$ cat config.mk
export PLATFORM = sky130hd
export DESIGN_NAME = generation_handle_slot_table_unit_flat
export DESIGN_NICKNAME = d
export VERILOG_FILES = /design/src/hw/rtl/ghst_pkg.sv /design/src/hw/rtl/ghst_in_if.sv /design/src/hw/rtl/ghst_out_if.sv /design/src/hw/rtl/ghst_ram.sv /design/src/hw/rtl/generation_handle_slot_table_unit.sv /design/src/flat_wrapper.sv
export SDC_FILE = /design/constraint.sdc
export NUM_CORES = 2
export LEC_CHECK = 0
export ABC_AREA = 1
export BUFFER_PORTS_ARGS = -buffer_cell sky130_fd_sc_hd__buf_2
export CORE_UTILIZATION = 35
export DETAILED_ROUTE_END_ITERATION = 6
export PLACE_DENSITY_LB_ADDON = 0.05
export SLEW_MARGIN = 25
export SYNTH_ARGS = -nofsm -noshare
export SYNTH_HDL_FRONTEND = slang
export SYNTH_SLANG_ARGS = --single-unit
$ cat constraint.sdc
create_clock -name clk -period 14.45 [get_ports clk]
set_input_delay 1.445 -clock clk [delete_from_list [all_inputs] [get_ports clk]]
set_output_delay 1.445 -clock clk [all_outputs]
set_load 0.02 [all_outputs]
$ cat src/hw/rtl/ghst_pkg.sv
// shared types and constants for the generation handle slot table
package ghst_pkg;

  localparam int OPCODE_W = 2;
  localparam int HANDLE_W = 32;
  localparam int INDEX_W  = 24;
  localparam int GEN_W    = 8;
  localparam int SLOT_W   = 8;

  localparam logic [OPCODE_W-1:0] OP_ALLOC  = 2'd0;
  localparam logic [OPCODE_W-1:0] OP_LOOKUP = 2'd1;
  localparam logic [OPCODE_W-1:0] OP_CLEAR  = 2'd2;

  typedef enum logic [1:0] {
    ST_INIT,
    ST_IDLE,
    ST_EXEC
  } state_t;

endpackage

$ cat src/hw/rtl/ghst_in_if.sv
// request channel of the slot table
interface ghst_in_if import ghst_pkg::*; ();
  logic                valid;
  logic                ready;
  logic [OPCODE_W-1:0] opcode;
  logic [HANDLE_W-1:0] handle_in;

  modport source (output valid, output opcode, output handle_in, input ready);
  modport sink (input valid, input opcode, input handle_in, output ready);
endinterface

$ cat src/hw/rtl/ghst_out_if.sv
// result channel of the slot table
interface ghst_out_if import ghst_pkg::*; ();
  logic                valid;
  logic                ready;
  logic [HANDLE_W-1:0] new_handle;
  logic                found;
  logic [SLOT_W-1:0]   slot_index;
  logic                table_full;

  modport source (output valid, output new_handle, output found, output slot_index,
                  output table_full, input ready);
  modport sink (input valid, input new_handle, input found, input slot_index,
                input table_full, output ready);
endinterface

$ cat src/hw/rtl/ghst_ram.sv
// generic single-port-write ram with registered read
module ghst_ram #(
  parameter int WIDTH = 8,
  parameter int DEPTH = 256
) (
  input  logic                                      clk,
  input  logic                                      we,
  input  logic [((DEPTH > 1) ? $clog2(DEPTH) : 1)-1:0] waddr,
  input  logic [WIDTH-1:0]                          wdata,
  input  logic                                      re,
  input  logic [((DEPTH > 1) ? $clog2(DEPTH) : 1)-1:0] raddr,
  output logic [WIDTH-1:0]                          rdata
);

  logic [WIDTH-1:0] mem [DEPTH];
  logic [WIDTH-1:0] rdata_r;

  always_ff @(posedge clk) begin
    if (we) begin
      mem[waddr] <= wdata;
    end
    if (re) begin
      rdata_r <= mem[raddr];
    end
  end

  assign rdata = rdata_r;

endmodule

$ cat src/hw/rtl/generation_handle_slot_table_unit.sv
// top level of the generation handle slot table
//
// Requests arrive on in_ch (opcode, handle_in) and each one yields exactly one
// result on out_ch (new_handle, found, slot_index, table_full); both channels
// move an item on valid and ready high at a rising edge.
// Allocate takes the lowest free slot, bumps its generation (255 wraps to 1)
// and returns {generation, slot+1}. Lookup checks a handle against the table.
// Clear frees every slot and keeps the generations.
// Slots are only freed all at once, so the busy slots always form a prefix and
// a fill count stands for the busy marks; generations live in one ram.
// An item first has its generation ram read registered at the accept edge;
// the execute state then computes, writes back and loads the output register,
// and holds while that register is still full. A new item is accepted only
// after the last has left execute. After reset a clearing pass writes zero to
// every generation entry, during which in_ch.ready stays low.
// When the receiver stalls, the result waits in the output register while the
// next item is accepted and read; that item then holds until the register frees.
module generation_handle_slot_table_unit import ghst_pkg::*; #(
  parameter int SLOT_COUNT = 256
) (
  input  logic       clk,
  input  logic       rst_n,
  ghst_in_if.sink    in_ch,
  ghst_out_if.source out_ch
);

  localparam int ADDR_W = (SLOT_COUNT > 1) ? $clog2(SLOT_COUNT) : 1;
  localparam int CNT_W  = $clog2(SLOT_COUNT + 1);

  state_t              state_r, state_nxt;
  logic [CNT_W-1:0]    fill_r, fill_nxt;
  logic [ADDR_W-1:0]   wipe_r, wipe_nxt;

  logic [OPCODE_W-1:0] op_r;
  logic [ADDR_W-1:0]   slot_r;
  logic [GEN_W-1:0]    gen_r;
  logic                cand_r;

  logic                out_valid_r, out_valid_nxt;
  logic [HANDLE_W-1:0] new_handle_r, new_handle_nxt;
  logic                found_r, found_nxt;
  logic [SLOT_W-1:0]   slot_index_r, slot_index_nxt;
  logic                table_full_r, table_full_nxt;

  logic                ram_we, ram_re;
  logic [ADDR_W-1:0]   ram_waddr, ram_raddr;
  logic [GEN_W-1:0]    ram_wdata, ram_rdata;

  logic                accept, exec_go, full;
  logic [INDEX_W-1:0]  raw_idx, req_slot;
  logic [GEN_W-1:0]    gen_inc, gen_new;
  logic                hit;

  ghst_ram #(
    .WIDTH (GEN_W),
    .DEPTH (SLOT_COUNT)
  ) u_gen_ram (
    .clk   (clk),
    .we    (ram_we),
    .waddr (ram_waddr),
    .wdata (ram_wdata),
    .re    (ram_re),
    .raddr (ram_raddr),
    .rdata (ram_rdata)
  );

  assign in_ch.ready = (state_r == ST_IDLE);
  assign accept      = in_ch.valid && in_ch.ready;
  assign exec_go     = !out_valid_r || out_ch.ready;
  assign full        = (fill_r == CNT_W'(SLOT_COUNT));

  assign raw_idx  = in_ch.handle_in[INDEX_W-1:0];
  assign req_slot = raw_idx - INDEX_W'(1);

  assign ram_re    = accept;
  assign ram_raddr = (in_ch.opcode == OP_ALLOC) ? fill_r[ADDR_W-1:0] : req_slot[ADDR_W-1:0];

  assign gen_inc = ram_rdata + GEN_W'(1);
  assign gen_new = (gen_inc == '0) ? GEN_W'(1) : gen_inc;
  assign hit     = cand_r && (ram_rdata == gen_r);

  always_comb begin
    state_nxt      = state_r;
    fill_nxt       = fill_r;
    wipe_nxt       = wipe_r;
    ram_we         = 1'b0;
    ram_waddr      = fill_r[ADDR_W-1:0];
    ram_wdata      = gen_new;
    out_valid_nxt  = out_valid_r && !out_ch.ready;
    new_handle_nxt = new_handle_r;
    found_nxt      = found_r;
    slot_index_nxt = slot_index_r;
    table_full_nxt = table_full_r;
    case (state_r)
      ST_INIT: begin
        ram_we    = 1'b1;
        ram_waddr = wipe_r;
        ram_wdata = '0;
        wipe_nxt  = wipe_r + ADDR_W'(1);
        if (wipe_r == ADDR_W'(SLOT_COUNT - 1)) begin
          state_nxt = ST_IDLE;
        end
      end
      ST_IDLE: begin
        if (accept) begin
          state_nxt = ST_EXEC;
        end
      end
      ST_EXEC: begin
        if (exec_go) begin
          state_nxt      = ST_IDLE;
          out_valid_nxt  = 1'b1;
          new_handle_nxt = '0;
          found_nxt      = 1'b0;
          slot_index_nxt = '0;
          table_full_nxt = 1'b0;
          case (op_r)
            OP_ALLOC: begin
              if (full) begin
                table_full_nxt = 1'b1;
              end else begin
                ram_we         = 1'b1;
                fill_nxt       = fill_r + CNT_W'(1);
                new_handle_nxt = {gen_new, INDEX_W'(fill_r) + INDEX_W'(1)};
                slot_index_nxt = SLOT_W'(fill_r);
              end
            end
            OP_LOOKUP: begin
              found_nxt = hit;
              if (hit) begin
                slot_index_nxt = SLOT_W'(slot_r);
              end
            end
            OP_CLEAR: begin
              fill_nxt = '0;
            end
            default: begin
            end
          endcase
        end
      end
      default: begin
        state_nxt = ST_IDLE;
      end
    endcase
  end

  always_ff @(posedge clk) begin
    if (!rst_n) begin
      state_r     <= ST_INIT;
      fill_r      <= '0;
      wipe_r      <= '0;
      out_valid_r <= 1'b0;
    end else begin
      state_r     <= state_nxt;
      fill_r      <= fill_nxt;
      wipe_r      <= wipe_nxt;
      out_valid_r <= out_valid_nxt;
    end
  end

  always_ff @(posedge clk) begin
    if (accept) begin
      op_r   <= in_ch.opcode;
      slot_r <= req_slot[ADDR_W-1:0];
      gen_r  <= in_ch.handle_in[HANDLE_W-1:INDEX_W];
      cand_r <= (raw_idx != '0) && (req_slot < INDEX_W'(fill_r));
    end
    new_handle_r <= new_handle_nxt;
    found_r      <= found_nxt;
    slot_index_r <= slot_index_nxt;
    table_full_r <= table_full_nxt;
  end

  assign out_ch.valid      = out_valid_r;
  assign out_ch.new_handle = new_handle_r;
  assign out_ch.found      = found_r;
  assign out_ch.slot_index = slot_index_r;
  assign out_ch.table_full = table_full_r;

  a_fill_bound: assert property (@(posedge clk) disable iff (!rst_n)
    fill_r <= CNT_W'(SLOT_COUNT))
    else $error("fill count beyond table size");

  a_result_from_exec: assert property (@(posedge clk) disable iff (!rst_n)
    $rose(out_valid_r) |-> $past(state_r == ST_EXEC))
    else $error("result loaded outside execute");

  a_full_matches_fill: assert property (@(posedge clk) disable iff (!rst_n)
    out_valid_r && table_full_r |-> full)
    else $error("full result while free slots remain");

  a_found_excl_full: assert property (@(posedge clk) disable iff (!rst_n)
    out_valid_r |-> !(found_r && table_full_r))
    else $error("hit and full on one result");

endmodule

$ cat src/flat_wrapper.sv
// flat-port wrapper written by rule: the top's interface ports become plain ports
module generation_handle_slot_table_unit_flat import ghst_pkg::*;
#(
  parameter int SLOT_COUNT = 256
)
  (clk, rst_n, in_ch_valid, in_ch_opcode, in_ch_handle_in, in_ch_ready, out_ch_valid, out_ch_new_handle, out_ch_found, out_ch_slot_index, out_ch_table_full, out_ch_ready);
  ghst_in_if in_ch_i ();
  ghst_out_if out_ch_i ();
  input  logic clk;
  input  logic rst_n;
  input wire logic [$bits(in_ch_i.valid)-1:0] in_ch_valid;
  input wire logic [$bits(in_ch_i.opcode)-1:0] in_ch_opcode;
  input wire logic [$bits(in_ch_i.handle_in)-1:0] in_ch_handle_in;
  output wire logic [$bits(in_ch_i.ready)-1:0] in_ch_ready;
  output wire logic [$bits(out_ch_i.valid)-1:0] out_ch_valid;
  output wire logic [$bits(out_ch_i.new_handle)-1:0] out_ch_new_handle;
  output wire logic [$bits(out_ch_i.found)-1:0] out_ch_found;
  output wire logic [$bits(out_ch_i.slot_index)-1:0] out_ch_slot_index;
  output wire logic [$bits(out_ch_i.table_full)-1:0] out_ch_table_full;
  input wire logic [$bits(out_ch_i.ready)-1:0] out_ch_ready;
  assign in_ch_i.valid = in_ch_valid;
  assign in_ch_i.opcode = in_ch_opcode;
  assign in_ch_i.handle_in = in_ch_handle_in;
  assign in_ch_ready = in_ch_i.ready;
  assign out_ch_valid = out_ch_i.valid;
  assign out_ch_new_handle = out_ch_i.new_handle;
  assign out_ch_found = out_ch_i.found;
  assign out_ch_slot_index = out_ch_i.slot_index;
  assign out_ch_table_full = out_ch_i.table_full;
  assign out_ch_i.ready = out_ch_ready;
  generation_handle_slot_table_unit #(.SLOT_COUNT(SLOT_COUNT)) u_core (.clk(clk), .rst_n(rst_n), .in_ch(in_ch_i), .out_ch(out_ch_i));
endmodule
# Word level (Yosys, flattened, before mapping)
# Memory sizes are Yosys's and may differ from the RTL's. A register that Yosys moved wholly into a read port is not among the register bits.
# Index checks and enable logic that the tools add are counted.
[word_totals]
ff_bits = 81
memories = 1
in_bits = 38
mem_bits_rw = 2048
word_cells = 70
[classes]
bitwise_logic = 1
n_lt_le_gt_ge = 1
n_eq_ne = 11
reduce_logical = 17
mux = 22
n_addsub = 5
[memory_table]
columns = ["memory", "depth", "width", "rd", "rd_ports_with_merged_regs", "wr", "line_no", "text"]
rows = [
  ["u_core.u_gen_ram.mem", 256, 8, 1, 1, 1, "ghst_ram.sv:15", "logic [WIDTH-1:0] mem [DEPTH];"],
]
[op_table]
columns = ["op", "count"]
rows = [
  ["2-to-1 mux 8 bit", 6],
  ["< comparator 24 x 9 -> 1 bit", 1],
  ["nonzero test 24 bit", 1],
  ["subtractor 24 x 1 -> 24 bit, second input constant", 1],
  ["case mux 9 bit (2 select lines)", 1],
  ["adder 8 x 1 -> 8 bit, second input constant", 2],
  ["case mux 8 bit (2 select lines)", 1],
  ["adder 9 x 1 -> 10 bit, second input constant", 1],
  ["adder 9 x 1 -> 9 bit, second input constant", 1],
  ["== test 9 bit, second input constant", 1],
  ["2-to-1 mux 9 bit", 1],
  ["== test 8 bit", 1],
  ["== test 8 bit, second input constant", 1],
  ["zero test 8 bit", 1],
  ["2-to-1 mux 1 bit", 8],
  ["zero test 2 bit", 3],
  ["2-to-1 mux 2 bit", 3],
  ["case mux 2 bit (3 select lines)", 1],
  ["== test 2 x 1 -> 1 bit, second input constant", 2],
  ["== test 2 bit, second input constant", 2],
  ["logical AND 1 bit", 4],
  ["inequality test 2 x 1 -> 1 bit, second input constant", 2],
  ["inequality test 2 bit, second input constant", 2],
  ["AND reduction 4 bit", 1],
  ["other kinds (8)", 9],
]

# Depth between registers and ports, before layout
[depth]
word_depth = 7
mapped_depth = 17

# Cells and area by module
# A second synthesis with hierarchy kept.
[hier_totals]
cells_unflattened = 7518
hier_area_um2 = 87615.3
[by_module_without_submodules]
columns = ["module", "instances", "area_per_inst_um2", "cells_each"]
rows = [
  ["ghst_ram", 1, 83476.3, 7003],
  ["generation_handle_slot_table_unit", 1, 4139.0, 515],
]

# Worst setup path after synthesis
# Ideal clock, no wire load.
[synth_path]
kind = "reg-to-reg"
startpoint = "register u_core.u_gen_ram.rdata_r[0] (netlist: u_core.u_gen_ram.rdata[0]) (read register of u_core.u_gen_ram.mem)"
endpoint = "memory u_core.u_gen_ram.mem[0][0], data pin"
arrival_time_ns = 7.221
slack_ns = 5.834
stages_incl_launch_ff = 9
path_buffers = 0
synth_period_minus_slack_ns = 8.616
setup_time_ns = 1.395
required_ns = 13.055
path_cell_list = "edfxtp_1 > ha_1 > nand2_1 > nor3_1 > xnor2_1 > nand3_1 > o21ai_0 > inv_1 > nor2_1"
[synth_via]
elab_chain_len = 4
[synth_rtl]
columns = ["item", "line_no", "text"]
rows = [
  ["from (decl)", "ghst_ram.sv:16", "logic [WIDTH-1:0] rdata_r;"],
  ["adder 8 x 1 -> 8 bit *", "generation_handle_slot_table_unit.sv:78", "assign gen_inc = ram_rdata + GEN_W'(1);"],
  ["zero test 8 bit", "generation_handle_slot_table_unit.sv:79", "assign gen_new = (gen_inc == '0) ? GEN_W'(1) : gen_inc;"],
  ["2-to-1 mux 8 bit *", "generation_handle_slot_table_unit.sv:79", ""],
  ["2-to-1 mux 8 bit *", "generation_handle_slot_table_unit.sv:94", "case (state_r)"],
  ["via u_core.ram_wdata[0]", "generation_handle_slot_table_unit.sv:47", "logic [GEN_W-1:0] ram_wdata, ram_rdata;"],
  ["to (decl)", "ghst_ram.sv:15", ""],
]
# Mark *: on every way through the listed nets, which the timed path passes. The rest lies on a longest branch.

# Worst setup path in the final report
[layout_path]
startpoint = "input port in_ch_handle_in[0]"
endpoint = "register u_core.u_gen_ram.rdata_r[1] (netlist: u_core.u_gen_ram.rdata[1]) (read register of u_core.u_gen_ram.mem), data pin"
[layout_via]
elab_chain_len = 2
[layout_rtl]
columns = ["item", "line_no", "text"]
rows = [
  ["from (decl)", "flat_wrapper.sv:13", "input wire logic [$bits(in_ch_i.handle_in)-1:0] in_ch_handle_in;"],
  ["subtractor 24 x 1 -> 24 bit", "generation_handle_slot_table_unit.sv:73", "assign req_slot = raw_idx - INDEX_W'(1);"],
  ["via u_core.req_slot[0]", "generation_handle_slot_table_unit.sv:50", "logic [INDEX_W-1:0] raw_idx, req_slot;"],
  ["2-to-1 mux 8 bit", "generation_handle_slot_table_unit.sv:76", "assign ram_raddr = (in_ch.opcode == OP_ALLOC) ? fill_r[ADDR_W-1:0] : req_slot[ADDR_W-1:0];"],
]
# The timed path passes the listed nets, and every way through them passes these cells.
# A chain may end at the register's enable or synchronous reset.

==> metrics <==
worst endpoint data arrival time=6990 ps; drt total wl=302 mm; number of cell rows=189; Final WS setup=8180 ps; most frequent cells in the layout=nand2_1, edfxtp_1, nand3_1, inv_1, nor2_1; CTS sink cnt=2123; post-cts sizing count=0; Vias per Instance=4.91; cts bufs inserted=244; Switch Pwr=4370 µW; Global Route met2 Usage=0.365; Net count, final=9060; post-route ant nets=0; commonest non-fill, non-tap cell in the layout=nand2_1; setup repair bufs after CTS=0; CTS max path bufs=4; Max Slew Vio Count=0; die width=518 µm; GPL Wtd Cong=0.815; Int Power=10900 µW; CTS tree=done; layout cells sized above 1=0.0610; combinational power share=0.145; residual DRC count=6; Die Y=518 µm; Worst-Skew Late Latency=920 ps; synthesis-to-layout area growth=11.6%; grt met1 use=0.308; clock network power share=0.382; I/O Pins=82; clock root cell=clkbuf_16; Final Critical Period=6270 ps; clock skew=69.0 ps; H-tree lvl count=4; worst slew pin tran=1100 ps; routed length per placed instance=23.7 µm; failing checks=design-rule violations; unrepaired setup endpoints after global routing=false; leakage=0.0420 µW; Netlist cell types=41; Core Area=265000 µm²; crit end category=flop; WP data required=15170 ps; Sw Ratio=0.287; port buffer count=67; most used routing layer=met2; Pwr Density=146 nW/µm²; Initial Util=0.352; drt first pass iters=7; MaxCap Viol Count=0; Hold Crit Class=reg2reg; number of synthesized register bits=2123; post-route setup TNS=0 ps; drt first-iter violations=5507; Post-CTS Hold Buffers=0; Crit Path Class=in2reg; Cells after Synth=9070; gr usage total=0.222; total gr overflow=0; Final setup viols=0; Synthesis Warnings=0; first-pass GRT wire length=437 mm; critical-path maximum fanout=63; maximum resistive drop on vdd=0.000130 V; Syn Std Cell Area=93400 µm²; pre-CTS setup slack=7290 ps; DR vias=62566; vias in the first global route=60531; crit start category=input port; clk slew on worst S/H paths=60 ps; status=finished with violations; FFs w/ async S/R, synth=0; largest net degree at the start of global routing=174; EDFF count, synth=2103; Final Hold Vio Count=0; Slew headroom=0.264; die area=269000 µm²; sequential cell fraction of total power=0.474; Avg Cell Area, Syn=10.3 µm²; Main synth FF type=edfxtp_1; met3 Track Usage GR=0.0299; fin crit share=0.434; FMAX=159 MHz; register area share after synthesis=0.681; count of filler cells inserted in the layout=26070; hpwl dp=170 mm; initial antenna violation count=12
[layer usage]
metal | routed length (µm) | share of wire
met1 | 136000 | 0.45
met2 | 143000 | 0.47
met3 | 15600 | 0.051
met4 | 7260 | 0.024
met5 | 19 | 0.000063
[path summary, 6_finish.rpt]
| kind | from | end | slack, ps | cells past startpoint |
|---|---|---|---|---|
| worst max register to register | u_core.fill_r[0] | u_core.u_gen_ram.rdata[3] | 8750 | 14 |
| worst min-delay path | u_core.wipe_r[1] | u_core.wipe_r[1] | 490 | 2 |
| worst min register to register | u_core.wipe_r[1] | u_core.wipe_r[1] | 490 | 2 |
| worst max-delay path | in_ch_handle_in[0] | u_core.u_gen_ram.rdata[1] | 8180 | 17 |
[synth_stat cells, types with 2 or more instances]
cell type	number	area, µm²
nor2_1	328	1230
nand4_1	13	81.3
buf_4	67	503
buf_6	17	191
inv_2	9	33.8
nor4_1	4	25.0
o211ai_1	50	375
nor2_4	2	22.5
buf_2	245	1230
nand3_1	1775	8880
nand2_2	3	18.8
dfxtp_1	20	400
a21oi_1	27	135
inv_1	1546	5800
o21ai_0	107	536
nand3_2	7	70.1
nor3_1	19	95.1
o21ai_1	5	25.0
clkbuf_1	129	484
nand2_1	2487	9340
or2_2	3	18.8
buf_1	46	173
nand3b_1	2	15.0
edfxtp_1	2103	63200
xnor2_1	12	105
ha_1	13	163
xor2_1	15	131
o21ai_2	3	26.3
[worst max-delay path, cell delays in order]
cell     delay (ps)
buf_2           150
inv_1           100
ha_1            380
o21ai_4         400
buf_16          210
buf_8           170
buf_4           630
buf_4           780
buf_4           790
nand3_1         170
nand3_1         110
nand3_1         140
nand3_1         200
nand3_1         410
nand3_1         270
nand3_1         260
nand2_1         180
[area by class of cell]
| cell class | count | area, µm² | share of cell area |
|---|---|---|---|
| flip-flops and latches | 2123 | 63600 | 0.610 |
| diodes | 6 | 15.0 | 0.000144 |
| repair buffers | 185 | 1460 | 0.0140 |
| inverters | 1556 | 5840 | 0.0560 |
| multi-input cells | 4899 | 21700 | 0.208 |
| well taps | 3533 | 4420 | 0.0424 |
| clock buffers | 301 | 6340 | 0.0608 |
| clock inverters | 128 | 918 | 0.00881 |
[cell families after synthesis]
family / after synthesis / synth area share
buffers and inverters: 2061 / 0.0903
other: 1 / 0.0000402
AND/OR/NAND/NOR: 4646 / 0.212
flip-flops: 2123 / 0.681
XOR/XNOR: 27 / 0.00253
AO/OA/AOI/OAI: 199 / 0.0124
adder cells (fa/ha/maj): 13 / 0.00174
[power by group through the flow]
stage	clock network (µW)	logic (µW)	registers (µW)
after floorplan	0	1110	7440
after global placement	0	2230	7340
after detailed placement	0	2240	7340
after CTS	5940	2240	7210
after global routing	6160	2360	7220
final	5820	2200	7210
[sequential cells by signal, summed over array words and instances (netlist names)]
| register | cells |
|---|---|
| u_core.u_gen_ram.mem | 2048 |
| u_core.out_ch.new_handle | 18 |
| u_core.fill_r | 9 |
| u_core.gen_r | 8 |
| u_core.out_ch.slot_index | 8 |
| u_core.slot_r | 8 |
| u_core.u_gen_ram.rdata | 8 |
| u_core.wipe_r | 8 |
| u_core.op_r | 2 |
| u_core.state_r | 2 |
| u_core.cand_r | 1 |
| u_core.out_ch.found | 1 |
| u_core.out_ch.table_full | 1 |
| u_core.out_ch.valid | 1 |
[stage by stage]
step / std cells / hold slack [ps] / power, µW / util / instance area (µm²)
floorplan: 9083 / 448 / 8550 / - / 93400
global placement: 12292 / 463 / 9570 / 0.365 / 96800
detailed placement: 12296 / 478 / 9580 / 0.366 / 96900
CTS: 12725 / 486 / 15400 / 0.393 / 104000
global route: 12726 / 513 / 15700 / 0.393 / 104000
finish: 12731 / 487 / 15200 / 0.393 / 104000
No activity file was read; power rests on OpenSTA's default activity.
